--- src/sv/eft_pkg.sv ---
// ----------------------------------------------------------------------------
// Envelope rise/fall timing package
// Widths, constants, register indexes and shared types for the timing block.
// ----------------------------------------------------------------------------
package eft_pkg;

   localparam int TIME_W        = 32;
   localparam int AMT_W         = 7;
   localparam int SKEW_W        = 8;
   localparam int MARGIN_W      = 24;
   localparam int CSR_IDX_W     = 1;
   localparam int SQ_W          = 17;

   localparam int PDIV_STAGES   = 4;
   localparam int PDIV_BITS     = TIME_W / PDIV_STAGES;
   localparam int RECIP_STAGES  = TIME_W;
   localparam int FALL_STAGES   = 2;
   localparam int LATENCY       = 1 + PDIV_STAGES + 1 + FALL_STAGES + 1 + RECIP_STAGES;

   localparam logic [TIME_W-1:0]   STEP_FULL    = TIME_W'(64'd1 << 31);
   localparam logic [MARGIN_W-1:0] MARGIN_RESET = MARGIN_W'(1024);

   localparam logic [TIME_W-1:0] FALL_SK0 = TIME_W'(30);
   localparam logic [TIME_W-1:0] FALL_SK1 = TIME_W'(40);
   localparam logic [TIME_W-1:0] FALL_SK2 = TIME_W'(50);
   localparam logic [TIME_W-1:0] FALL_MIN = TIME_W'(50);
   localparam logic [TIME_W-1:0] FALL_GAP = TIME_W'(20);
   localparam logic [TIME_W-1:0] BIG_D    = TIME_W'(32'hFFFFFF);

   localparam logic [SKEW_W-1:0] SK_LOW_END  = SKEW_W'(25);
   localparam logic [SKEW_W-1:0] SK_HIGH_BEG = SKEW_W'(200);
   localparam logic [SKEW_W-1:0] SK_MID_LO   = SKEW_W'(125);
   localparam logic [SKEW_W-1:0] SK_MID_HI   = SKEW_W'(129);
   localparam logic [SKEW_W-1:0] SK_MAX      = SKEW_W'(255);

   localparam logic [CSR_IDX_W-1:0] CSR_LIMIT_ENABLE = CSR_IDX_W'(0);
   localparam logic [CSR_IDX_W-1:0] CSR_LIMIT_MARGIN = CSR_IDX_W'(1);

   typedef struct packed {
      logic                limit_on;
      logic [MARGIN_W-1:0] margin;
   } cfg_type;

   typedef struct packed {
      logic [TIME_W-1:0] alt;
      logic              is_div;
      logic [SKEW_W-1:0] sk;
   } dm_side_type;

   typedef struct packed {
      logic [TIME_W-1:0] d;
      logic [TIME_W-1:0] fall;
      logic [TIME_W-1:0] rise;
   } out_side_type;

endpackage

--- src/sv/eft_recip.sv ---
// ----------------------------------------------------------------------------
// Phase step divider
// Pipelined restoring division of 2^31 by a time, one quotient bit a stage.
// ----------------------------------------------------------------------------
module eft_recip import eft_pkg::*; (
   input  logic              clock,
   input  logic              en,
   input  logic [TIME_W-1:0] div_in,
   output logic [TIME_W-1:0] quo_out
);

   logic [TIME_W-1:0] num_ff [RECIP_STAGES];
   logic [TIME_W-1:0] rem_ff [RECIP_STAGES];
   logic [TIME_W-1:0] div_ff [RECIP_STAGES];
   logic [TIME_W-1:0] num_in_a [RECIP_STAGES];
   logic [TIME_W-1:0] rem_in_a [RECIP_STAGES];
   logic [TIME_W-1:0] div_in_a [RECIP_STAGES];

   always_comb begin
      logic [TIME_W-1:0] n;
      logic [TIME_W:0]   t;
      for (int k = 0; k < RECIP_STAGES; k++) begin
         if (k == 0) begin
            n = STEP_FULL;
            t = {{TIME_W{1'b0}}, n[TIME_W-1]};
            div_in_a[k] = div_in;
         end else begin
            n = num_ff[k-1];
            t = {rem_ff[k-1], n[TIME_W-1]};
            div_in_a[k] = div_ff[k-1];
         end
         n = {n[TIME_W-2:0], 1'b0};
         if (t >= {1'b0, div_in_a[k]}) begin
            t = t - {1'b0, div_in_a[k]};
            n[0] = 1'b1;
         end
         num_in_a[k] = n;
         rem_in_a[k] = t[TIME_W-1:0];
      end
   end

   always_ff @(posedge clock) begin
      if (en) begin
         for (int k = 0; k < RECIP_STAGES; k++) begin
            num_ff[k] <= num_in_a[k];
            rem_ff[k] <= rem_in_a[k];
            div_ff[k] <= div_in_a[k];
         end
      end
   end

   assign quo_out = num_ff[RECIP_STAGES-1];

endmodule

--- config.mk ---
export PLATFORM = sky130hd
export DESIGN_NAME = eft_recip
export DESIGN_NICKNAME = d
export VERILOG_FILES = /design/src/sv/eft_pkg.sv /design/src/sv/eft_recip.sv
export SDC_FILE = /design/constraint.sdc
export NUM_CORES = 2
export LEC_CHECK = 0
export BUFFER_PORTS_ARGS = -buffer_cell sky130_fd_sc_hd__buf_2
export CORE_MARGIN = 2
export CORE_UTILIZATION = 55
export CTS_CLUSTER_SIZE = 24
export DETAILED_ROUTE_END_ITERATION = 10
export HOLD_SLACK_MARGIN = 0.1
export PLACE_DENSITY = 0.71
export SYNTH_ARGS = -nofsm -noshare
export SYNTH_HDL_FRONTEND = slang
export SYNTH_SLANG_ARGS = --single-unit
--- constraint.sdc ---
create_clock -name clock -period 9.1 [get_ports clock]
set_clock_uncertainty 0.2 [all_clocks]
set_input_delay 1.365 -clock clock [delete_from_list [all_inputs] [get_ports clock]]
set_output_delay 1.365 -clock clock [all_outputs]
set_load 0.1 [all_outputs]
# ---- Word level (Yosys, flattened, before mapping)
# Memory sizes are Yosys's and may differ from the RTL's.
# Cells that the tools add are included.
dict set report totals {
  ff_bits 0
  ram_bits 3072
  input_bits 34
  output_inout_bits 32
  word_cells 133
  n_memories 3
}
# name words width rd rd_ports_with_merged_regs write_ports line
set memory_table {}
lappend memory_table {div_ff 32 32 31 0 32 eft_recip.sv:14} ;# logic [TIME_W-1:0] div_ff [RECIP_STAGES];
lappend memory_table {num_ff 32 32 32 0 32 eft_recip.sv:12} ;# logic [TIME_W-1:0] num_ff [RECIP_STAGES];
lappend memory_table {rem_ff 32 32 31 0 32 eft_recip.sv:13} ;# logic [TIME_W-1:0] rem_ff [RECIP_STAGES];
dict set report classes {
  add_sub_neg 32
  magnitude_cmp 32
  n_mux 66
}
# operator count
set op_table {}
lappend op_table {{2-to-1 mux 32 bit} 32}
lappend op_table {{>= comparator 33 x 32 -> 1 bit} 31}
lappend op_table {{subtractor 32 bit} 31}
lappend op_table {{2-to-1 mux 1 bit} 34}
lappend op_table {{>= comparator 1 x 32 -> 1 bit, first input constant} 1}
lappend op_table {{subtractor 1 x 32 -> 32 bit, first input constant} 1}

# ---- Logic depth before layout (Yosys ltp)
# An unclocked memory read counts as a cell.
dict set report depth {
  depth_word 3
  ltp_mapped 16
  ltp_nobuf 13
}

# ---- Worst setup path before layout
# OpenSTA, ideal clock, no wires.
dict set report synth_timing {
  path_type {register to register}
  start {memory rem_ff[22][11] (netlist: rem_ff[1][203])}
  end {memory rem_ff[23][4] (netlist: rem_ff[1][228]) (data pin)}
  setup_ns 0.260
  arrival_time_ns 3.374
  t_required_ns 8.640
  setup_slack_ns 5.266
  path_stages_with_launch 15
  n_path_buf 2
  synth_period_minus_slack_ns 3.834
  cell_sequence {edfxtp_1 -> ha_1 -> a21o_1 -> a21oi_1 -> nor2b_1 -> or4_4 -> a221o_1 -> a22oi_2 -> a21oi_2 -> a2111oi_4 -> o21ai_2 -> a41o_1 -> buf_6 -> buf_12 -> mux2_4}
}
# item line
set synth_lines {}
lappend synth_lines {{start: declaration} eft_recip.sv:13}

==> key figures <==
Place
  – IO Port Bufs: 65
  – Post-detailed-placement half-perimeter wirelength: 236 mm
  – Area after DPL: 141000 um^2
  – Routability cong.: 0.927

Critical path
  – Slowest CP cell: o31ai_1
  – Worst setup EP type: flip-flop
  – CP required: 9530 ps
  – Startpoint types: flip-flop
  – Crit path cell chain: inv_1 > ha_1 > nor2b_1 > o21ai_0 > a21boi_0 > nor3_1 > o221ai_1 > o31ai_1 > o21a_1 > o21ai_1 > a41o_1 > a41oi_4 > buf_4 > mux2_2
  – Buffers & Inverters on Critical Path: 2
  – CP delay by family, top: compound AO/OA/AOI/OAI gates
  – CP Max Fanout: 33
  – CP Data Arrival Time: 5200 ps
  – Kind of critical path: flip-flop to flip-flop
  – Slowest stage delay, CP: 690 ps

Logic synthesis
  – Post-Synth XOR/XNOR Area: between 5 and 6%
  – Compound-Gate Fraction of Synth Area: 14.6%
  – FFs w/ async S/R, synth: 0%
  – Post-synthesis register bit count: 2512
  – Adder-cell share of the synthesized area: 9.47%
  – Sequential cell area fraction in the yosys report: 54.9%
  – Syn Inst Count: 12.1k
  – Synth Area in Simple Gates: 9.21%
  – Mean Syn Cell Area: between 10 and 15 um^2
  – Largest family of logic cells by synthesized area: compound AO/OA/AOI/OAI gates
  – Mux cell area share after synthesis: around 2.3%
  – Total number of yosys warnings: 0
  – Number of synthesized flops with an enable pin: 2512
  – Distinct cells, synth: 91
  – Syn nets: 13.1k
  – Leading register cell type out of synthesis: edfxtp_1
  – Mapped Area: 137000 um^2

Finish
  – FF+latch area: between 70000 and 80000 um^2
  – Layout fillers: 19.8k
  – Final net count: 13.2k
  – Final Util: around three fifths
  – Most frequent cells in the layout: edfxtp_1 (2512), inv_1 (1238), ha_1 (992), nand2_1 (968), a21oi_1 (943)
  – Area growth from synthesis to final layout: 9.54%
  – Fin area: about 150000 um^2
  – Most common cell after layout, fill and taps aside: edfxtp_1
  – Layout cell share with drive strength beyond 1: 7.07%
  – Multi-input gate area: 56200 um^2

GRT
  – GR met2 Demand/Resource: 42.9%
  – Vias in the first global route: slightly below 90k
  – Total GRT Usage: 24.6%
  – Global-route wire length before repair: 496 mm
  – GR Util met3: 2.87%
  – Initial antenna violation count: 4
  – Met1 GRT Util: between 30% and 40%
  – Overflow after GRT: 0
  – GR peak layer: met2
  – Largest net degree at the start of global routing: 192

Clocking
  – CTS tree: built
  – Worst-path clk slew: 60 ps
  – Post-CTS Setup Bufs: 0
  – Worst-skew pair later-pin latency: ~950 ps
  – Cts bufs inserted: 293
  – Hold buffers post-CTS: 0
  – Clock sink total: 2512
  – Post-cts resize count: 0
  – H-Tree Depth: 5
  – CTS max path bufs: 4
  – Clock tree root buffer cell: clkbuf_16

Timing
  – Least-Margin Pin Slew: 1130 ps
  – Slew HR: about 25%
  – Period utilization: a little over half
  – Final setup viols: 0
  – Setup Total Neg Slack: 0 ps
  – Final slew viol count: 0
  – Max Freq: 210 MHz
  – Final Hold Fails: 0
  – Crit path time final: 4770 ps
  – RSZ-0062 raised after global routing: false

Die
  – Die H: 504 um
  – Die W: just over 500 um
  – Initial Util: between 50% and 60%
  – Total die area: 254000 um^2
  – Core ar.: 248000 um^2
  – # rows: roughly 180
  – Top Ports: 66

Detailed routing
  – Via Count: 91.4k
  – Final ANT Viol Nets: 0
  – Vias/cell: 5.81
  – Initial DRT Pass Iterations: 9
  – Routed WL: 320 mm
  – # DRC: 0
  – DRT iter0 DRCs: 7699
  – Routed wire per std cell: 20.4 um

Power and ir drop
  – Peak VDD IR: 0.226 mV
  – Leakage: 61.1 nW
  – Power Dens Cells: roughly 370 nW/um^2

Flow run
  – Total of max-cap violations: 0

Min path
  – Worst hold-check path type: flip-flop to flip-flop

Status
  – Outcome: complete, no violations
==> flip-flops by register name, summed over array words and instances (netlist names) <==
register  count
num_ff      528
div_ff      992
rem_ff      992
==> routing by layer <==
| layer | wire length, um | share of wire, % |
|---|---|---|
| met3 | 13700 | 4.3 |
| met1 | 134000 | 42 |
| met5 | 0 | 0 |
| met4 | 12800 | 4.0 |
| met2 | 159000 | 50 |
==> worst paths after layout <==
kind / from / endpoint / slack (ps) / depth (start not counted)
worst max-delay path: div_ff[0][353] / rem_ff[0][394] / 4330 / 14
worst min-delay path: num_ff[1][107] / num_ff[1][140] / 180 / 0
worst max register to register: div_ff[0][353] / rem_ff[0][394] / 4330 / 14
worst min register to register: num_ff[1][107] / num_ff[1][140] / 180 / 0
==> worst register-to-register path: stages (launching register included) <==
cell and delay, ps:
edfxtp_1 430, inv_1 80, ha_1 240, nor2b_1 130
o21ai_0 220, a21boi_0 190, nor3_1 280, o221ai_1 260
o31ai_1 690, o21a_1 300, o21ai_1 160, a41o_1 260
a41oi_4 200, buf_4 440, mux2_2 440
==> power by group <==
part / internal [mW] / switching (mW) / leakage, nW
combinational: 10.3 / 14.1 / 32.0
sequential: 17.2 / 2.19 / 24.6
clock: 6.77 / 4.56 / 4.45
total: 34.3 / 20.8 / 61.1
==> kinds of logic (layout without fill, tap and decap cells) <==
kind of cell,count (synthesis),in the layout
compound gates,3231,3231
simple gates,2681,2681
flops,2512,2512
buf+inv,1534,1854
fa+ha+maj,1022,1022
xor+xnor,809,809
mux,274,274
other cells,0,5
==> cells in the mapped netlist, types with 80 or more instances <==
master    instances  share of area (%)
xnor2_1         460                2.9
edfxtp_1       2512                 55
ha_1            992                9.0
nor2b_1         152               0.69
inv_1          1238                3.4
clkbuf_1        230               0.63
mux2_2          239                2.0
a211oi_1         80               0.44
and3_1           80               0.36
nand3_1         168               0.61
nor3_1          131               0.48
a21oi_1         945                3.4
o21ai_0         914                3.3
nand2b_1        172               0.78
nor2_1          619                1.7
nand2_1         970                2.7
o21a_1          133               0.73
o21bai_1        110               0.60
nand4_1         141               0.64
a21o_1          474                2.6
xor2_1          349                2.2
==> layout make-up <==
class                   count  share of cell area (%)
diodes                      5                 0.00832
clock buffers             352                    5.09
clock inverters           150                   0.993
inverters                1238                    3.09
multi-input cells        8017                    37.3
flip-flops and latches   2512                    50.1
well taps                3330                    2.77
repair buffers            114                   0.579
==> stage by stage <==
step | cells | hold slack (ps) | total power, mW | setup slack [ps]
floorplan | 12100 | 200 | 37.1 | 5270
global placement | 15200 | 200 | 43.0 | 4470
detailed placement | 15200 | 205 | 43.6 | 4420
CTS | 15700 | 168 | 55.2 | 4400
global route | 15700 | 177 | 58.7 | 4010
finish | 15700 | 176 | 55.1 | 4330
Power figures use the tool's default switching activity.
