--- config.mk ---
export PLATFORM = sky130hd
export DESIGN_NAME = eft_fall
export DESIGN_NICKNAME = d
export VERILOG_FILES = /design/src/sv/eft_pkg.sv /design/src/sv/eft_fall.sv
export SDC_FILE = /design/constraint.sdc
export NUM_CORES = 2
export LEC_CHECK = 0
export BUFFER_PORTS_ARGS = -buffer_cell sky130_fd_sc_hd__buf_2
export CORE_ASPECT_RATIO = 0.8
export CORE_MARGIN = 2
export CORE_UTILIZATION = 31
export CTS_CLUSTER_DIAMETER = 50
export CTS_CLUSTER_SIZE = 14
export DETAILED_ROUTE_END_ITERATION = 8
export GPL_ROUTABILITY_DRIVEN = 0
export PLACE_DENSITY = 0.51
export SLEW_MARGIN = 15
export SYNTH_ARGS = -nofsm -noshare
export SYNTH_HDL_FRONTEND = slang
export SYNTH_SLANG_ARGS = --single-unit
--- constraint.sdc ---
create_clock -name clock -period 6.99 [get_ports clock]
set_input_delay 0.3495 -clock clock [delete_from_list [all_inputs] [get_ports clock]]
set_output_delay 0.3495 -clock clock [all_outputs]
set_load 0.01 [all_outputs]
--- src/sv/eft_pkg.sv ---
// ----------------------------------------------------------------------------
// Envelope rise/fall timing package
// Widths, constants, register indexes and shared types for the timing block.
// ----------------------------------------------------------------------------
package eft_pkg;

   localparam int TIME_W        = 32;
   localparam int AMT_W         = 7;
   localparam int SKEW_W        = 8;
   localparam int MARGIN_W      = 24;
   localparam int CSR_IDX_W     = 1;
   localparam int SQ_W          = 17;

   localparam int PDIV_STAGES   = 4;
   localparam int PDIV_BITS     = TIME_W / PDIV_STAGES;
   localparam int RECIP_STAGES  = TIME_W;
   localparam int FALL_STAGES   = 2;
   localparam int LATENCY       = 1 + PDIV_STAGES + 1 + FALL_STAGES + 1 + RECIP_STAGES;

   localparam logic [TIME_W-1:0]   STEP_FULL    = TIME_W'(64'd1 << 31);
   localparam logic [MARGIN_W-1:0] MARGIN_RESET = MARGIN_W'(1024);

   localparam logic [TIME_W-1:0] FALL_SK0 = TIME_W'(30);
   localparam logic [TIME_W-1:0] FALL_SK1 = TIME_W'(40);
   localparam logic [TIME_W-1:0] FALL_SK2 = TIME_W'(50);
   localparam logic [TIME_W-1:0] FALL_MIN = TIME_W'(50);
   localparam logic [TIME_W-1:0] FALL_GAP = TIME_W'(20);
   localparam logic [TIME_W-1:0] BIG_D    = TIME_W'(32'hFFFFFF);

   localparam logic [SKEW_W-1:0] SK_LOW_END  = SKEW_W'(25);
   localparam logic [SKEW_W-1:0] SK_HIGH_BEG = SKEW_W'(200);
   localparam logic [SKEW_W-1:0] SK_MID_LO   = SKEW_W'(125);
   localparam logic [SKEW_W-1:0] SK_MID_HI   = SKEW_W'(129);
   localparam logic [SKEW_W-1:0] SK_MAX      = SKEW_W'(255);

   localparam logic [CSR_IDX_W-1:0] CSR_LIMIT_ENABLE = CSR_IDX_W'(0);
   localparam logic [CSR_IDX_W-1:0] CSR_LIMIT_MARGIN = CSR_IDX_W'(1);

   typedef struct packed {
      logic                limit_on;
      logic [MARGIN_W-1:0] margin;
   } cfg_type;

   typedef struct packed {
      logic [TIME_W-1:0] alt;
      logic              is_div;
      logic [SKEW_W-1:0] sk;
   } dm_side_type;

   typedef struct packed {
      logic [TIME_W-1:0] d;
      logic [TIME_W-1:0] fall;
      logic [TIME_W-1:0] rise;
   } out_side_type;

endpackage

--- src/sv/eft_fall.sv ---
// ----------------------------------------------------------------------------
// Fall time selection
// Forms the skew products and corners, then picks the fall time per mode.
// ----------------------------------------------------------------------------
module eft_fall import eft_pkg::*; (
   input  logic              clock,
   input  logic              en,
   input  cfg_type           cfg,
   input  logic [TIME_W-1:0] d_in,
   input  logic [SKEW_W-1:0] sk_in,
   output logic [TIME_W-1:0] d_out,
   output logic [TIME_W-1:0] fall_out
);

   logic [TIME_W-1:0] d_ff, part_ff, mid_ff, dm20_ff, dsq_ff, ud_ff;
   logic [SQ_W-1:0]   sq_lo_ff, sq_hi_ff;
   logic [SKEW_W-1:0] sk_ff;
   logic              lim_ff;
   logic [TIME_W-1:0] d2_ff, fall_ff;

   logic [TIME_W-1:0] p_hi, p_lo, part_in, dm20_in, dsq_in, ud_in;
   logic [SKEW_W-1:0] rev;
   logic [SQ_W-1:0]   sq_lo_in, sq_hi_in;
   logic              lim_in;
   logic [TIME_W-1:0] fall_in, pc, margin_w;

   assign rev      = SK_MAX - sk_in;
   assign p_hi     = {8'd0, d_in[TIME_W-1:8]} * {24'd0, sk_in};
   assign p_lo     = ({8'd0, d_in[23:0]} * {24'd0, sk_in}) >> 8;
   assign part_in  = (d_in > BIG_D) ? p_hi : p_lo;
   assign sq_lo_in = {16'({8'd0, sk_in} * {8'd0, sk_in}), 1'b0};
   assign sq_hi_in = {16'({8'd0, rev} * {8'd0, rev}), 1'b0};
   assign dm20_in  = d_in - FALL_GAP;
   assign dsq_in   = d_in - TIME_W'(sq_hi_in);
   assign ud_in    = d_in - TIME_W'(cfg.margin);
   assign lim_in   = cfg.limit_on && (d_in >= TIME_W'({cfg.margin, 1'b0}));
   assign margin_w = TIME_W'(cfg.margin);

   always_comb begin
      pc = part_ff;
      if (sk_ff > SK_MID_LO && sk_ff <= SK_MID_HI) begin
         fall_in = d_ff >> 1;
      end else if (lim_ff) begin
         if (pc < margin_w) pc = margin_w;
         fall_in = (pc > ud_ff) ? ud_ff : pc;
      end else if (sk_ff == 8'd0) begin
         fall_in = FALL_SK0;
      end else if (sk_ff == 8'd1) begin
         fall_in = FALL_SK1;
      end else if (sk_ff == 8'd2) begin
         fall_in = FALL_SK2;
      end else if (sk_ff <= SK_LOW_END) begin
         if (pc < FALL_MIN) pc = FALL_MIN;
         fall_in = (pc < TIME_W'(sq_lo_ff)) ? pc : TIME_W'(sq_lo_ff);
      end else if (sk_ff == SK_MAX) begin
         fall_in = dm20_ff;
      end else if (sk_ff > SK_HIGH_BEG) begin
         if (pc > dm20_ff) pc = dm20_ff;
         if (TIME_W'(sq_hi_ff) > dm20_ff) fall_in = pc;
         else fall_in = (pc > dsq_ff) ? pc : dsq_ff;
      end else begin
         fall_in = mid_ff;
      end
   end

   always_ff @(posedge clock) begin
      if (en) begin
         d_ff     <= d_in;
         sk_ff    <= sk_in;
         part_ff  <= part_in;
         mid_ff   <= p_hi;
         sq_lo_ff <= sq_lo_in;
         sq_hi_ff <= sq_hi_in;
         dm20_ff  <= dm20_in;
         dsq_ff   <= dsq_in;
         ud_ff    <= ud_in;
         lim_ff   <= lim_in;
         d2_ff    <= d_ff;
         fall_ff  <= fall_in;
      end
   end

   assign d_out    = d2_ff;
   assign fall_out = fall_ff;

endmodule

Yosys cells after proc, flatten, opt, wreduce, memory -nomap -nowiden
Cells that the tools add are included.
- output and inout port bits: 64
- bits in registers: 297
- logic and storage cells: 73
- bits of input ports: 67
- eq/ne operators: 3
- magnitude comparators: 13
- multiplexer cells: 32
- reductions and logical operators: 3
- multipliers: 4
- add/subtract/negate cells: 4
- operator list (cell ; count):
    $mux W32 ; 30
    $gt A32 B32 Y1 ; 3
    $mul A24 B8 Y32 ; 2
    $ge A32 B25 Y1 ; 1
    $gt A17 B32 Y1 ; 1
    $gt A32 B24 Y1 const B ; 1
    $lt A32 B17 Y1 ; 1
    $lt A32 B24 Y1 ; 1
    $lt A32 B6 Y1 const B ; 1
    $mul A8 B8 Y16 ; 2
    $sub A32 B17 Y32 ; 1
    $sub A32 B24 Y32 ; 1
    $sub A32 B5 Y32 const B ; 1
    $mux W31 ; 1
    $mux W24 ; 1
    $eq A8 B1 Y1 const B ; 1
    $eq A8 B2 Y1 const B ; 1
    $eq A8 B8 Y1 const B ; 1
    $gt A8 B7 Y1 const B ; 1
    $gt A8 B8 Y1 const B ; 1
    $le A8 B5 Y1 const B ; 1
    $le A8 B8 Y1 const B ; 1
    $logic_not A8 Y1 ; 1
    $sub A8 B8 Y8 const A ; 1
    $logic_and A1 B1 Y1 ; 2

Longest topological paths before layout
- word-level depth: 21
- gate-level depth with buffers: 29
- mapped depth without buffers: 27

Least setup slack after synthesis
Ideal clock, no wire load.
- path kind: input port to flip-flop
- start: input port sk_in[7]
- end: register dsq_ff[26] (data pin)
- buffers on the path: 2
- cell stages on the path: 23
- data required time: 6723 ps
- path slack: 1084 ps
- setup time: 267 ps
- arrival time: 5639 ps
- path through: clkbuf_1 -> clkbuf_1 -> nor2_1 -> fa_1 -> fa_1 -> inv_1 -> fa_1 -> inv_1 -> fa_1 -> ha_1 -> nand2b_1 -> a21boi_0 -> o31a_1 -> o211ai_1 -> xor2_1 -> ha_1 -> a21o_1 -> a21oi_1 -> nor2b_1 -> nand2_1 -> o21a_1 -> nand2b_1 -> xnor2_1
- word-level cells in the longest chain between the ends: 3
- ends and longest elaborated chain (element ; RTL line ; source):
    start, declared ; eft_fall.sv:10 ; input logic [SKEW_W-1:0] sk_in,
    $sub A8 B8 Y8 ; eft_fall.sv:27 ; assign rev = SK_MAX - sk_in;
    $mul A8 B8 Y16 ; eft_fall.sv:32 ; assign sq_hi_in = {16'({8'd0, rev} * {8'd0, rev}), 1'b0};
    $sub A32 B17 Y32 ; eft_fall.sv:34 ; assign dsq_in = d_in - TIME_W'(sq_hi_in);
    via dsq_in[26] ; eft_fall.sv:21 ; logic [TIME_W-1:0] p_hi, p_lo, part_in, dm20_in, dsq_in, ud_in;
    end signal, assigned ; eft_fall.sv:75 ; dsq_ff <= dsq_in;
    end, declared ; eft_fall.sv:15 ; logic [TIME_W-1:0] d_ff, part_ff, mid_ff, dm20_ff, dsq_ff, ud_ff;
The timed path passes the listed nets, and every way through them passes these cells.
A chain may end at the register's enable or synchronous reset.

Worst setup path in the final report
- start: register part_ff[9]
- end: register fall_ff[18], in the netlist fall_out[18] (data pin)
- word-level cells in the longest chain between the ends: 21
- elaborated cells between the ends (all ways): 37
- those cells by class: order compare: 6; mux: 31
- ends and longest elaborated chain (element ; RTL line ; source):
    start, declared ; eft_fall.sv:15 ;
    start signal, assigned ; eft_fall.sv:70 ; part_ff <= part_in;
    $gt A32 B32 Y1 ; eft_fall.sv:58 ; if (pc > dm20_ff) pc = dm20_ff;
    $mux W32 ; eft_fall.sv:58 ;
    $mux W32 ; eft_fall.sv:57 ; end else if (sk_ff > SK_HIGH_BEG) begin
    $mux W32 ; eft_fall.sv:55 ; end else if (sk_ff == SK_MAX) begin
    $mux W32 ; eft_fall.sv:52 ; end else if (sk_ff <= SK_LOW_END) begin
    $mux W32 ; eft_fall.sv:50 ; end else if (sk_ff == 8'd2) begin
    $mux W32 ; eft_fall.sv:48 ; end else if (sk_ff == 8'd1) begin
    $mux W32 ; eft_fall.sv:46 ; end else if (sk_ff == 8'd0) begin
    [... 6 more ...] ; -- ;
    $mux W32 ; eft_fall.sv:55 ;
    $mux W32 ; eft_fall.sv:52 ;
    $mux W32 ; eft_fall.sv:50 ;
    $mux W32 ; eft_fall.sv:48 ;
    $mux W32 ; eft_fall.sv:46 ;
    $mux W32 * ; eft_fall.sv:43 ; end else if (lim_ff) begin
    $mux W31 * ; eft_fall.sv:41 ; if (sk_ff > SK_MID_LO && sk_ff <= SK_MID_HI) begin
    via fall_in[18] ; eft_fall.sv:25 ; logic [TIME_W-1:0] fall_in, pc, margin_w;
    end signal, assigned ; eft_fall.sv:79 ; fall_ff <= fall_in;
    end, declared ; eft_fall.sv:19 ; logic [TIME_W-1:0] d2_ff, fall_ff;
Mark *: on every way through the listed nets, which the timed path passes. The rest lies on a longest branch. The select of a mux whose other input is x is not followed.

==> impl_metrics.ini <==
[status]
status = complete, no violations

[timing]
period_share_pct = 91.7
layout_setup_ws_ns = 0.580
grt_setup_unrepaired = false
slew_violations = 0
worstMarginPinSlew_ns = 1.22
tns_ns = 0
period_needed_ns = 6.41
relSlewSlack_pct = 18.6
fin_worst_skew_ns = 0.0266
setup_viol_count_final = 0
fmax_mhz = 156
hold_viol = 0

[critical_path]
worstSetupPathType = reg -> reg
path_cells = ha_1 > a211oi_1 > nor2_1 > o31ai_1 > a41oi_1 > o21ai_4 > buf_4 > mux2_2 > ha_1 > nand4_1 > nor4_1 > buf_4 > and4_1 > a31oi_1 > a211o_1 > nand2_1 > o22ai_1 > nor3_1 > a211o_1
reg2reg_depth = 19
cp_slowest_cell = o21ai_4
crit_fanout = 26
arrival_ns = 6.84
regToRegEndpoint = fall_out[18]
end_kind = register
r2r_start = part_ff[9]
critPathMaxStageDelay_ns = 0.90
required_ns = 7.42
r2r_slack_ns = 0.58
cp-start-kind = register

[routing]
avgViaCountPerCell = 5.08
postRouteAntennaNets = 0
route.detailed.drc = 0
wl_per_cell_um = 21.8
vias = 23600
wirelength_um = 101000
drt_iter0_markers = 2054
dr.pass1.iters = 8

[logic_synthesis]
synthCells = 3196
synth_edf_count = 291
synth_flop_cell = edfxtp_1
yosysSeqAreaShare_pct = 28.3
syn_avg_cell_area_um2 = 9.66
asyncSetResetFlopFracSynth_pct = 0
synth_seq_cells = 291
yosysWarnings = 0
syn_area_mm2 = 0.0309
synth.distinct_cells = 74

[cts]
clkSlewWorstSetupHoldPaths_ns = 0.06
clock-sinks = 291
cts_root_buf = clkbuf_16
post-cts-setup-buffer-count = 0
insertion_delay_ns = 0.57
h-tree-depth = 2
post_cts_resized = 0
cts_buffers = 40
ctsLongestPathBuffers = 3
ctsHoldBuffers = 0
cts_tree = yes

[global_routing]
grt_pass1_wl_um = 150000
grt_pass1_vias = 22800
grt_max_degree = 125
track_usage_pct = 19.6
grt_antenna_before_repair = 5
gr-total-overflow = 0

[floorplan]
die_w_um = 357
dieArea_mm2 = 0.102
die_height_um = 286
rows = 103
ios = 131
core-area_mm2 = 0.0987
start_util_pct = 31.3

[pwr]
switching_share_pct = 45.2
p_leak_nw = 15.8
peakVddDrop_v = 0.000235
p_comb_share_pct = 59.0
power_mw = 12.7
share_seq_of_total_power_pct = 24.6
clockPowerShare_pct = 16.4
p_per_area_mw_per_mm2 = 368
internal_power_mw = 6.98
switchingPower_mw = 5.76

[final_layout]
final_cell_area_mm2 = 0.0346
finalNetCount = 3982
area_growth_pct = 11.9
layout-drive-gt1-share_pct = 10.6
fillers = 10100

[hold_path]
min_to = d_ff[0]
hold_path.class = in -> reg
worstHoldStart = d_in[0]
min_path_cells = 1

[placement]
portBuffers = 130
dpl.hpwl_um = 82500
pre_cts_slack_ns = 0.366
dpl_cell_area_mm2 = 0.0332

[job]
cap_violations = 0
cell usage after synthesis, types with 33 or more instances:
master,n,area share [%]
xnor2_1,104,2.9
mux2_2,55,2.0
and2_1,121,2.5
edfxtp_1,291,28
a21o_1,56,1.4
nor3_1,49,0.79
a21oi_1,137,2.2
xor2_1,59,1.7
a211oi_1,38,0.92
ha_1,363,15
nand4_1,33,0.67
nor2_1,206,2.5
nand2_1,290,3.5
nand3_1,38,0.62
inv_1,459,5.6
fa_1,252,16
o21ai_0,120,1.9
clkbuf_1,126,1.5
critical path, delay by kind of cell, from the launching register on:
| kind | cells | cell delay, ns |
|---|---|---|
| multiplexers | 1 | 0.37 |
| flip-flops | 1 | 0.61 |
| buffers and inverters | 2 | 0.49 |
| AND/OR/NAND/NOR | 6 | 1.56 |
| adder cells (fa/ha/maj) | 2 | 0.73 |
| AO/OA/AOI/OAI | 8 | 2.45 |
layout by cell type, fill, tap and decap left out, drive strengths merged, types with 121 or more instances in the layout:
cell type	instances
ha	363
nor2	207
a21oi	137
and2	121
nand2	290
fa	252
o21ai	128
buf	199
edfxtp	291
inv	472
logic make-up after synthesis:
kind of cell	Yosys count	synth area share [%]
and+or+nand+nor	876	13.6
adders and majority gates	615	31.0
buffers and inverters	602	7.37
AOI/OAI and AO/OA	550	11.6
DFF	291	28.3
xor gates and xnor gates	163	4.62
muxes	97	3.49
other	2	0.0243
power groups by stage:
stage	clock (mW)	sequential, mW	combinational [mW]
floorplan	0	2.94	5.36
global placement	0	3.16	7.42
detailed placement	0	3.15	7.42
CTS	2.13	3.12	7.48
global route	2.18	3.16	8.48
finish	2.09	3.14	7.51
routing by layer:
layer	routed length [um]	vias to the layer above	part of all wire, %	GRT usage (%)
met1	50600	11600	50	30.8
met2	40800	806	40	27.9
met4	2460	4	2.4	4.76
li1	-	11100	-	-
met3	7120	109	7.0	2.51
met5	23	-	0.023	0
flip-flops by register name (all words and copies together) (netlist names):
| name | flops |
|---|---|
| sq_hi_ff | 15 |
| d_out | 32 |
| lim_ff | 1 |
| dm20_ff | 30 |
| mid_ff | 32 |
| sq_lo_ff | 14 |
| sk_ff | 8 |
| part_ff | 32 |
| fall_out | 32 |
| ud_ff | 32 |
| dsq_ff | 31 |
| d_ff | 32 |
area by class of cell:
type	count	area (um2)	share of cell area (%)
Clock buffer	41	1000	2.91
Clock inverter	30	334	0.966
Antenna cell	1	2.50	0.00724
Tap cell	1312	1640	4.75
Sequential cell	291	8740	25.3
Timing Repair Buffer	199	1190	3.45
Multi-Input combinational cell	2305	19900	57.6
Inverter	463	1740	5.03
stage by stage:
step | cells | hold slack (ns) | utilization, %
after global routing | 4641 | 0.146 | 35.0
after floorplan | 3198 | 0.417 | -
after detailed placement | 4570 | 0.427 | 33.7
after CTS | 4641 | 0.132 | 35.0
final | 4642 | 0.185 | 35.0
after global placement | 4570 | 0.424 | 33.7
how the worst max path moves through the flow:
stage / slack, ns / cells after the start / endpoint / start
4_1_cts: 0.74 / 21 / fall_out[4] / part_ff[5]
3_3_place_gp: 0.33 / 18 / part_ff[23] / sk_in[4]
2_1_floorplan: 1.08 / 23 / dsq_ff[26] / sk_in[7]
6_report: 0.58 / 19 / fall_out[18] / part_ff[9]
3_5_place_dp: 0.37 / 18 / part_ff[21] / sk_in[7]
5_1_grt: 0.38 / 19 / fall_out[17] / part_ff[9]
No activity file was read; power rests on OpenSTA's default activity.
