### src/sv/eft_pkg.sv
// ----------------------------------------------------------------------------
// Envelope rise/fall timing package
// Widths, constants, register indexes and shared types for the timing block.
// ----------------------------------------------------------------------------
package eft_pkg;

   localparam int TIME_W        = 32;
   localparam int AMT_W         = 7;
   localparam int SKEW_W        = 8;
   localparam int MARGIN_W      = 24;
   localparam int CSR_IDX_W     = 1;
   localparam int SQ_W          = 17;

   localparam int PDIV_STAGES   = 4;
   localparam int PDIV_BITS     = TIME_W / PDIV_STAGES;
   localparam int RECIP_STAGES  = TIME_W;
   localparam int FALL_STAGES   = 2;
   localparam int LATENCY       = 1 + PDIV_STAGES + 1 + FALL_STAGES + 1 + RECIP_STAGES;

   localparam logic [TIME_W-1:0]   STEP_FULL    = TIME_W'(64'd1 << 31);
   localparam logic [MARGIN_W-1:0] MARGIN_RESET = MARGIN_W'(1024);

   localparam logic [TIME_W-1:0] FALL_SK0 = TIME_W'(30);
   localparam logic [TIME_W-1:0] FALL_SK1 = TIME_W'(40);
   localparam logic [TIME_W-1:0] FALL_SK2 = TIME_W'(50);
   localparam logic [TIME_W-1:0] FALL_MIN = TIME_W'(50);
   localparam logic [TIME_W-1:0] FALL_GAP = TIME_W'(20);
   localparam logic [TIME_W-1:0] BIG_D    = TIME_W'(32'hFFFFFF);

   localparam logic [SKEW_W-1:0] SK_LOW_END  = SKEW_W'(25);
   localparam logic [SKEW_W-1:0] SK_HIGH_BEG = SKEW_W'(200);
   localparam logic [SKEW_W-1:0] SK_MID_LO   = SKEW_W'(125);
   localparam logic [SKEW_W-1:0] SK_MID_HI   = SKEW_W'(129);
   localparam logic [SKEW_W-1:0] SK_MAX      = SKEW_W'(255);

   localparam logic [CSR_IDX_W-1:0] CSR_LIMIT_ENABLE = CSR_IDX_W'(0);
   localparam logic [CSR_IDX_W-1:0] CSR_LIMIT_MARGIN = CSR_IDX_W'(1);

   typedef struct packed {
      logic                limit_on;
      logic [MARGIN_W-1:0] margin;
   } cfg_type;

   typedef struct packed {
      logic [TIME_W-1:0] alt;
      logic              is_div;
      logic [SKEW_W-1:0] sk;
   } dm_side_type;

   typedef struct packed {
      logic [TIME_W-1:0] d;
      logic [TIME_W-1:0] fall;
      logic [TIME_W-1:0] rise;
   } out_side_type;

endpackage

### src/sv/eft_pdiv.sv
// ----------------------------------------------------------------------------
// Small divisor pipelined divider
// Restoring division of the period by a 7-bit magnitude, eight bits a stage.
// ----------------------------------------------------------------------------
module eft_pdiv import eft_pkg::*; (
   input  logic              clock,
   input  logic              en,
   input  logic [TIME_W-1:0] num_in,
   input  logic [AMT_W-1:0]  div_in,
   output logic [TIME_W-1:0] quo_out
);

   logic [TIME_W-1:0] num_ff [PDIV_STAGES];
   logic [AMT_W-1:0]  rem_ff [PDIV_STAGES];
   logic [AMT_W-1:0]  div_ff [PDIV_STAGES];
   logic [TIME_W-1:0] num_in_a [PDIV_STAGES];
   logic [AMT_W-1:0]  rem_in_a [PDIV_STAGES];
   logic [AMT_W-1:0]  div_in_a [PDIV_STAGES];

   always_comb begin
      logic [TIME_W-1:0] n;
      logic [AMT_W-1:0]  r;
      logic [AMT_W:0]    t;
      for (int j = 0; j < PDIV_STAGES; j++) begin
         if (j == 0) begin
            n = num_in;
            r = '0;
            div_in_a[j] = div_in;
         end else begin
            n = num_ff[j-1];
            r = rem_ff[j-1];
            div_in_a[j] = div_ff[j-1];
         end
         for (int b = 0; b < PDIV_BITS; b++) begin
            t = {r, n[TIME_W-1]};
            n = {n[TIME_W-2:0], 1'b0};
            if (t >= {1'b0, div_in_a[j]}) begin
               t = t - {1'b0, div_in_a[j]};
               n[0] = 1'b1;
            end
            r = t[AMT_W-1:0];
         end
         num_in_a[j] = n;
         rem_in_a[j] = r;
      end
   end

   always_ff @(posedge clock) begin
      if (en) begin
         for (int j = 0; j < PDIV_STAGES; j++) begin
            num_ff[j] <= num_in_a[j];
            rem_ff[j] <= rem_in_a[j];
            div_ff[j] <= div_in_a[j];
         end
      end
   end

   assign quo_out = num_ff[PDIV_STAGES-1];

endmodule

### config.mk
export PLATFORM = sky130hd
export DESIGN_NAME = eft_pdiv
export DESIGN_NICKNAME = d
export VERILOG_FILES = /design/src/sv/eft_pkg.sv /design/src/sv/eft_pdiv.sv
export SDC_FILE = /design/constraint.sdc
export NUM_CORES = 1
export LEC_CHECK = 0
export BUFFER_PORTS_ARGS = -buffer_cell sky130_fd_sc_hd__buf_2
export CAP_MARGIN = 0
export CORE_MARGIN = 2
export CORE_UTILIZATION = 69
export DETAILED_ROUTE_END_ITERATION = 12
export PLACE_DENSITY = 0.88
export SLEW_MARGIN = 0
export SYNTH_ARGS = -nofsm -noshare
export SYNTH_HDL_FRONTEND = slang
export SYNTH_SLANG_ARGS = --single-unit
### constraint.sdc
create_clock -name clock -period 27.1 [get_ports clock]
set_input_delay 1.355 -clock clock [delete_from_list [all_inputs] [get_ports clock]]
set_output_delay 1.355 -clock clock [all_outputs]
set_load 0.02 [all_outputs]
Yosys cells after proc, flatten, opt, wreduce, memory -nomap -nowiden
Memories as Yosys holds them, arrays and structs flattened. Cells that the tools add are included.

Memories kept: 3. Bits in read-only memories: 0. RAM bits: 184. Flip-flop bits (word level): 0. Latch bits: 0. Logic and storage cells: 133.

Order comparisons: 32. Div/mod/pow operators: 0. Mux-type cells: 66. Reduce and logical (&&, ||, !) cells: 0. Multiply operators: 0. Add/sub/neg operators: 32. Bitwise operators: 0. Eq/ne operators: 0. Shifts and indexed selects: 0.

Memory list: num_ff (words 4, width 32, rd ports 4, clocked after Yosys merged registers in 0, write ports 4, line eft_pdiv.sv:13) `logic [TIME_W-1:0] num_ff [PDIV_STAGES];`; div_ff (words 4, width 7, rd ports 3, clocked after Yosys merged registers in 0, write ports 4, line eft_pdiv.sv:15) `logic [AMT_W-1:0] div_ff [PDIV_STAGES];`; rem_ff (words 4, width 7, rd ports 3, clocked after Yosys merged registers in 0, write ports 4, line eft_pdiv.sv:14) `logic [AMT_W-1:0] rem_ff [PDIV_STAGES];`.

Operators by type and width (count): $ge A8 B7 Y1 (31); $mux W7 (32); $sub A7 B7 Y7 (31); $mux W1 (34); $ge A1 B7 Y1 (1); $sub A1 B7 Y7 (1).

Longest topological paths before layout
Gate-level depths: netlist (run 1).

Depth in word-level cells: 16. Gate-level depth with buffers: 86.

Worst setup path after synthesis (run 1)
Ideal clock, no wire load.

Path type: reg2reg. Start: memory div_ff[1][1]. End: memory rem_ff[2][6] (data pin). Cell stages (with the launch flop): 78. Setup slack: 10537 ps. Arrival: 16304 ps. Cells stage by stage: edfxtp_1 inv_1 fa_1 nand3_1 a311o_1 and2_1 buf_2 mux2_2 ha_1 nor2b_1 o21ba_2 o31ai_1 o2111ai_2 clkbuf_1 o21ai_0 fa_1 nor2b_1 o31a_1 [42 not listed] a21o_1 o21bai_1 a21oi_1 o211a_1 a41o_1 buf_2 mux2i_1 ha_1 nor2b_1 o21ai_0 nand2b_1 a41o_1 a21o_1 a21o_1 a21o_1 nor3b_2 a311oi_1 a211o_1.

RTL lines (line): from (decl) (eft_pdiv.sv:15); to (decl) (eft_pdiv.sv:14).

==> out/summary.txt, run 1 <==
Reg area - 0.00510 sq mm
Initial Util - 70.5%
Synthesis Warnings - 0
Worst Path Max Fanout - 18
DRT Pass-1 Iters - 7
Num ports - 73
Clock Tree Buf Depth - 2
Final nets - 2144
Worst-margin pin slew - 1.01 ns
EDFF count, synth - 170
DR vias - 14190
Synthesized cell area - 0.0171 sq mm
Congestion Overflow GR - 0
CTS tree - done
Drt wl/cell - 18.8 um
Max cap viols - 0
Post-synth ARST share - 0%
Clock Sinks - 170
Die Height - 162 um
Hold Path Class - register to register
CTS Buf Count - 17
Largest area contributor in the netlist - edfxtp_1
Worst Setup Path Type - register to register
# hold bufs at CTS - 0
Period utilization - 71.7%
Synth unique cells - 84
Fin Setup TNS - 0 ns
CP max-delay cell - o21ai_0
Largest stage delay, worst path - 0.62 ns
Final slew viol count - 0
Gpl congestion - 0.943
Outcome - complete, no violations
Core area - 0.0243 sq mm
DIE AREA - 0.0261 sq mm
Fin. Hold Viols - 0
Vias in the first global route - 13883
Startpoint types - register
Clk root buf - clkbuf_16
Fin worst setup slack - 7.68 ns
Global Route Usage Sum - 31.8%
Share of the synthesized area in the top cell type - 29.8%
Synth area leaders - edfxtp_1 (30%), ha_1 (16%), mux2_2 (4.0%), o21ai_0 (3.8%), inv_1 (3.7%)
Req. time, crit path - 27.29 ns
Slew HR - 32.3%
Dominant register cell in the synthesized netlist - edfxtp_1
Antenna violations before repair - 1
Pin count of the biggest net entering global routing - 95
Final setup viols - 0
P&R area growth vs syn - 7.35%
Clock latency on the worst-skew pair - 0.45 ns
Mapped Cells - 1780
Post-CTS Setup Bufs - 0
Placement Setup Slack - 8.08 ns
DIE WIDTH - 162 um
First-pass GRT wire length - 67300 um
Num rows - 57
Skew final - 0.0122 ns
Avg Inst Size Synth - 9.63 sq um
Layout cell share with drive strength beyond 1 - 11.7%
DRC Markers - 0
Vias per cell - 6.47
Post-synthesis net count - 2070
Unrepaired setup endpoints after global routing - no
Post-DP HPWL - 30300 um
Sequential share of the synthesized area - 29.8%
Multi-input gate area - 0.0113 sq mm
Starting DRT DRC Count - 1288
Util after Layout - 75.6%
Most frequent CP cell - o21ai_0
H-Tree Depth - 4
WL final - 41200 um
Clock transition at path regs - 0.07 ns
Max Freq - 0.0515 GHz
CTS resizes - 0
Fillers - 1610
Critical Path End Type - register
Flops & latches, synth - 170
Routed Antenna Nets - 0
Port Buffers - 72
Min Tclk post-route - 19.42 ns
Data arrival time of the worst path - 19.62 ns
-- kinds of logic (layout without fill, tap and decap cells) --
logic type	Yosys count	in the layout	synth area share [%]
compound gates	480	480	19.3
simple gates	461	461	13.9
fa+ha+maj	249	249	19.5
buf+inv	197	284	4.48
flops	170	170	29.8
mux	130	130	8.26
xor+xnor	93	93	4.75
other cells	0	1	0
-- through the flow --
step / instances / area (sq um) / hold WS [ns]
after floorplan: 1780 / 17100 / 0.400
after global placement: 2159 / 17800 / 0.401
after detailed placement: 2159 / 17800 / 0.405
after CTS: 2191 / 18400 / 0.421
after global routing: 2191 / 18400 / 0.427
final: 2192 / 18400 / 0.415
-- worst max-delay path, delay by kind of cell (launching register included) --
kind                       cells  cell delay (ns)
DFF                            1             0.38
muxes                          5             1.54
AOI/OAI and AO/OA             41            10.72
adders and majority gates      8             2.69
and+or+nand+nor               15             2.92
buffers and inverters          4             0.86
-- layout make-up --
| type | count | area share, % |
|---|---|---|
| sequential | 170 | 27.7 |
| antenna | 1 | 0.0136 |
| tap | 324 | 2.20 |
| inverter | 178 | 3.65 |
| clock inverter | 13 | 0.734 |
| timing repair buffer | 74 | 2.07 |
| clock buffer | 19 | 2.35 |
| multi-input combinational | 1413 | 61.2 |
-- metal layers --
metal / vias to the layer above / wire (um) / track usage, % / part of all wire, %
met3: 131 / 2650 / 4.80 / 6.4
met2: 565 / 19700 / 53.6 / 48
met4: 0 / 1390 / 13.6 / 3.4
li1: 6777 / - / - / -
met5: - / 0 / 0 / 0
met1: 6717 / 17500 / 41.0 / 42
-- placed cells by master, fill, tap and decap left out, types with 29 or more instances in the layout --
master / n
ha_1: 219
edfxtp_1: 170
inv_1: 168
o21ai_0: 129
nand2_1: 112
nor2_1: 95
a21oi_1: 91
buf_2: 71
nor2b_1: 62
mux2i_1: 61
mux2_2: 61
xnor2_1: 60
a21o_1: 49
nand2b_1: 40
o21a_1: 35
xor2_1: 33
fa_1: 30
nand3_1: 29
-- cell usage after synthesis (29+ instances only) --
library cell and count:
nand2_1 112, fa_1 30, nor2b_1 62, ha_1 219, mux2_2 61, xnor2_1 60
inv_1 168, a21oi_1 91, o21ai_0 129, o21a_1 35, mux2i_1 61, xor2_1 33
a21o_1 49, nand2b_1 40, nand3_1 29, edfxtp_1 170, nor2_1 95
-- registers in the layout, indices dropped and copies added (netlist names) --
| signal | flops |
|---|---|
| div_ff | 21 |
| num_ff | 128 |
| rem_ff | 21 |
-- path summary, 6_finish.rpt --
path / slack (ns) / cells past startpoint / start / end
max: 7.68 / 73 / div_ff[1][5] / rem_ff[2][6]
min: 0.42 / 0 / num_ff[1][15] / num_ff[2][23]
max reg2reg: 7.68 / 73 / div_ff[1][5] / rem_ff[2][6]
min reg2reg: 0.42 / 0 / num_ff[1][15] / num_ff[2][23]
Power of run 1 is not shown: default switching activity piles up to over one toggle a cycle in this logic, so the estimate is an artifact.
==> run 2: changes to the inputs <==
--- a/config.mk
+++ b/config.mk
@@ -8,9 +8,9 @@
 export BUFFER_PORTS_ARGS = -buffer_cell sky130_fd_sc_hd__buf_2
 export CAP_MARGIN = 0
 export CORE_MARGIN = 2
-export CORE_UTILIZATION = 69
+export CORE_UTILIZATION = 58
 export DETAILED_ROUTE_END_ITERATION = 12
-export PLACE_DENSITY = 0.88
+export PLACE_DENSITY = 0.79
 export SLEW_MARGIN = 0
 export SYNTH_ARGS = -nofsm -noshare
 export SYNTH_HDL_FRONTEND = slang
==> constraint.sdc (replaced) <==
create_clock -name clock -period 15.9 [get_ports clock]
set_input_delay 0.795 -clock clock [delete_from_list [all_inputs] [get_ports clock]]
set_output_delay 0.795 -clock clock [all_outputs]
set_load 0.02 [all_outputs]
==> run 2 against run 1 <==
Compared with the run above: flip-flop and latch count did not move; die area up 18%; routed wire length grew 13%; via count increased by 8.4%; register-to-register slack lost 7.4 ns; first-iteration DRC count up 13%; core utilization shrank 2.5 points; sequential share of layout area decreased by 3.6 points; largest cell class unchanged; highest routed layer unchanged.
==> out/summary.txt, run 2 (same netlist as run 1, synthesis figures left out) <==
Num ports - 73 (unchanged)
Critical Path End Type - register
Data arrival time of the worst path - 15.89 ns (-3.73 ns)
Min Tclk post-route - 15.63 ns (-3.79 ns)
Hold Path Class - register to register
Starting DRT DRC Count - 1454 (+13%)
Worst-margin pin slew - 0.930 ns (-0.0851 ns)
Biggest register - num_ff
Post-DP HPWL - 33100 um (+9.3%)
CP max-delay cell - edfxtp_1
Clock Sinks - 170 (unchanged)
Outcome - complete, no violations
Req. time, crit path - 16.17 ns (-11.12 ns)
Max cap viols - 0 (unchanged)
DRT Pass-1 Iters - 5 (-2)
DIE WIDTH - 176 um (+8.8%)
Worst Path Max Fanout - 8 (-10)
Clock latency on the worst-skew pair - 0.45 ns (about the same)
Startpoint types - register
H-Tree Depth - 4 (unchanged)
Slew HR - 38.0% (+5.7 points)
Core area - 0.0289 sq mm (+19%)
Vias in the first global route - 14743 (+6.2%)
Commonest non-fill, non-tap cell in the layout - buf_4
# diodes - 0 (-1)
DIE AREA - 0.0309 sq mm (+18%)
Vias per cell - 6.16 (-4.8%)
Fin Setup TNS - 0 ns (unchanged)
Largest stage delay, worst path - 0.46 ns (-0.16 ns)
Num rows - 62 (+8.8%)
WL final - 46700 um (+13%)
Fin. Hold Viols - 0 (unchanged)
Fillers - 1980 (+23%)
Layout cell share with drive strength beyond 1 - 27.7% (+16 points)
First-pass GRT wire length - 70200 um (+4.3%)
Clk root buf - clkbuf_16
Final nets - 2389 (+11%)
P&R area growth vs syn - 23.6%
DR vias - 15381 (+8.4%)
DRC Markers - 0 (unchanged)
Skew final - 0.00931 ns (-0.00286 ns)
Unrepaired setup endpoints after global routing - yes
Antenna violations before repair - 0 (-1)
Clock Tree Buf Depth - 2 (unchanged)
Port Buffers - 72 (unchanged)
Gpl congestion - 0.942 (-0.11%)
Util after Layout - 73.2% (-2.5 points)
Congestion Overflow GR - 0 (unchanged)
CTS tree - done
Global Route Usage Sum - 28.0% (-3.8 points)
Max Freq - 0.0640 GHz (+24%)
Commonest cells after routing, fill and taps aside - buf_4 (237), ha_1 (202), edfxtp_1 (170)
Largest regs - num_ff x128, div_ff x21, rem_ff x21
Period utilization - 98.3% (+27 points)
Drt wl/cell - 18.7 um (-0.51%)
Final slew viol count - 0 (unchanged)
Clock transition at path regs - 0.08 ns (about the same)
Die Height - 176 um (+8.8%)
CTS Buf Count - 17 (unchanged)
Final setup viols - 0 (unchanged)
Routed Antenna Nets - 0 (unchanged)
Worst Setup Path Type - register to register
Pin count of the biggest net entering global routing - 99 (+4.2%)
Number of flip-flops in the largest register - 128 (unchanged)
Initial Util - 59.2% (-11 points)
run 2: cell types whose count changed in the layout (fill, tap and decap cells not counted), moves of 10 or more:
cell	previous run	this run
buf_4	2	237
o21ai_0	129	96
o21ai_1	0	21
ha_1	219	202
mux2i_1	61	44
ha_4	0	14
a21oi_1	91	78
a21oi_2	2	15
mux2i_2	2	13
o21ai_2	0	10
run 2: layer usage:
metal / vias to the layer above / share of wire (%) / global-route usage [%]
li1: 7254 / - / -
met1: 7421 / 42 / 35.4
met2: 556 / 49 / 48.9
met3: 150 / 5.4 / 4.24
met4: 0 / 3.9 / 9.68
met5: - / 0 / 0
run 2: metrics by stage:
stage	instances	area, sq um	worst slack, ns	hold WS, ns
floorplan	1780	17200	-0.0276	0.400
global placement	2410	19400	-0.298	0.401
detailed placement	2410	19400	-0.567	0.405
CTS	2443	20000	0.00665	0.416
global route	2496	21200	-0.437	0.423
finish	2496	21200	0.270	0.416
run 2: final timing paths:
| path | startpoint | endpoint | slack [ns] | depth (start not counted) |
|---|---|---|---|---|
| max | rem_ff[1][2] | rem_ff[2][2] | 0.27 | 80 |
| min | num_ff[1][23] | num_ff[2][31] | 0.42 | 0 |
| min reg2reg | num_ff[1][23] | num_ff[2][31] | 0.42 | 0 |
| max reg2reg | rem_ff[1][2] | rem_ff[2][2] | 0.27 | 80 |
run 2: worst max-delay path, delay by kind of cell, from the launching register on:
family	cells	cell delay, ns
flops	1	0.46
simple gates	15	2.17
mux	6	1.49
compound gates	39	7.40
buf+inv	12	1.65
fa+ha+maj	8	2.29
run 2: layout make-up:
class	instances	area, sq um	share of cell area (%)
inverters	178	677	3.20
repair buffers	319	2270	10.7
flip-flops and latches	170	5100	24.1
multi-input cells	1413	12100	57.0
clock inverters	15	146	0.691
well taps	384	480	2.27
clock buffers	17	425	2.01
run 2: what timing repair did:
action,CTS,global route
hold endpoints to repair,0,0
buffers inserted,1,54
pin swaps,2,80
hold buffers,0,0
resized for setup,18,189
setup endpoints to repair,9,25
Power of run 2 is left out for the same reason.
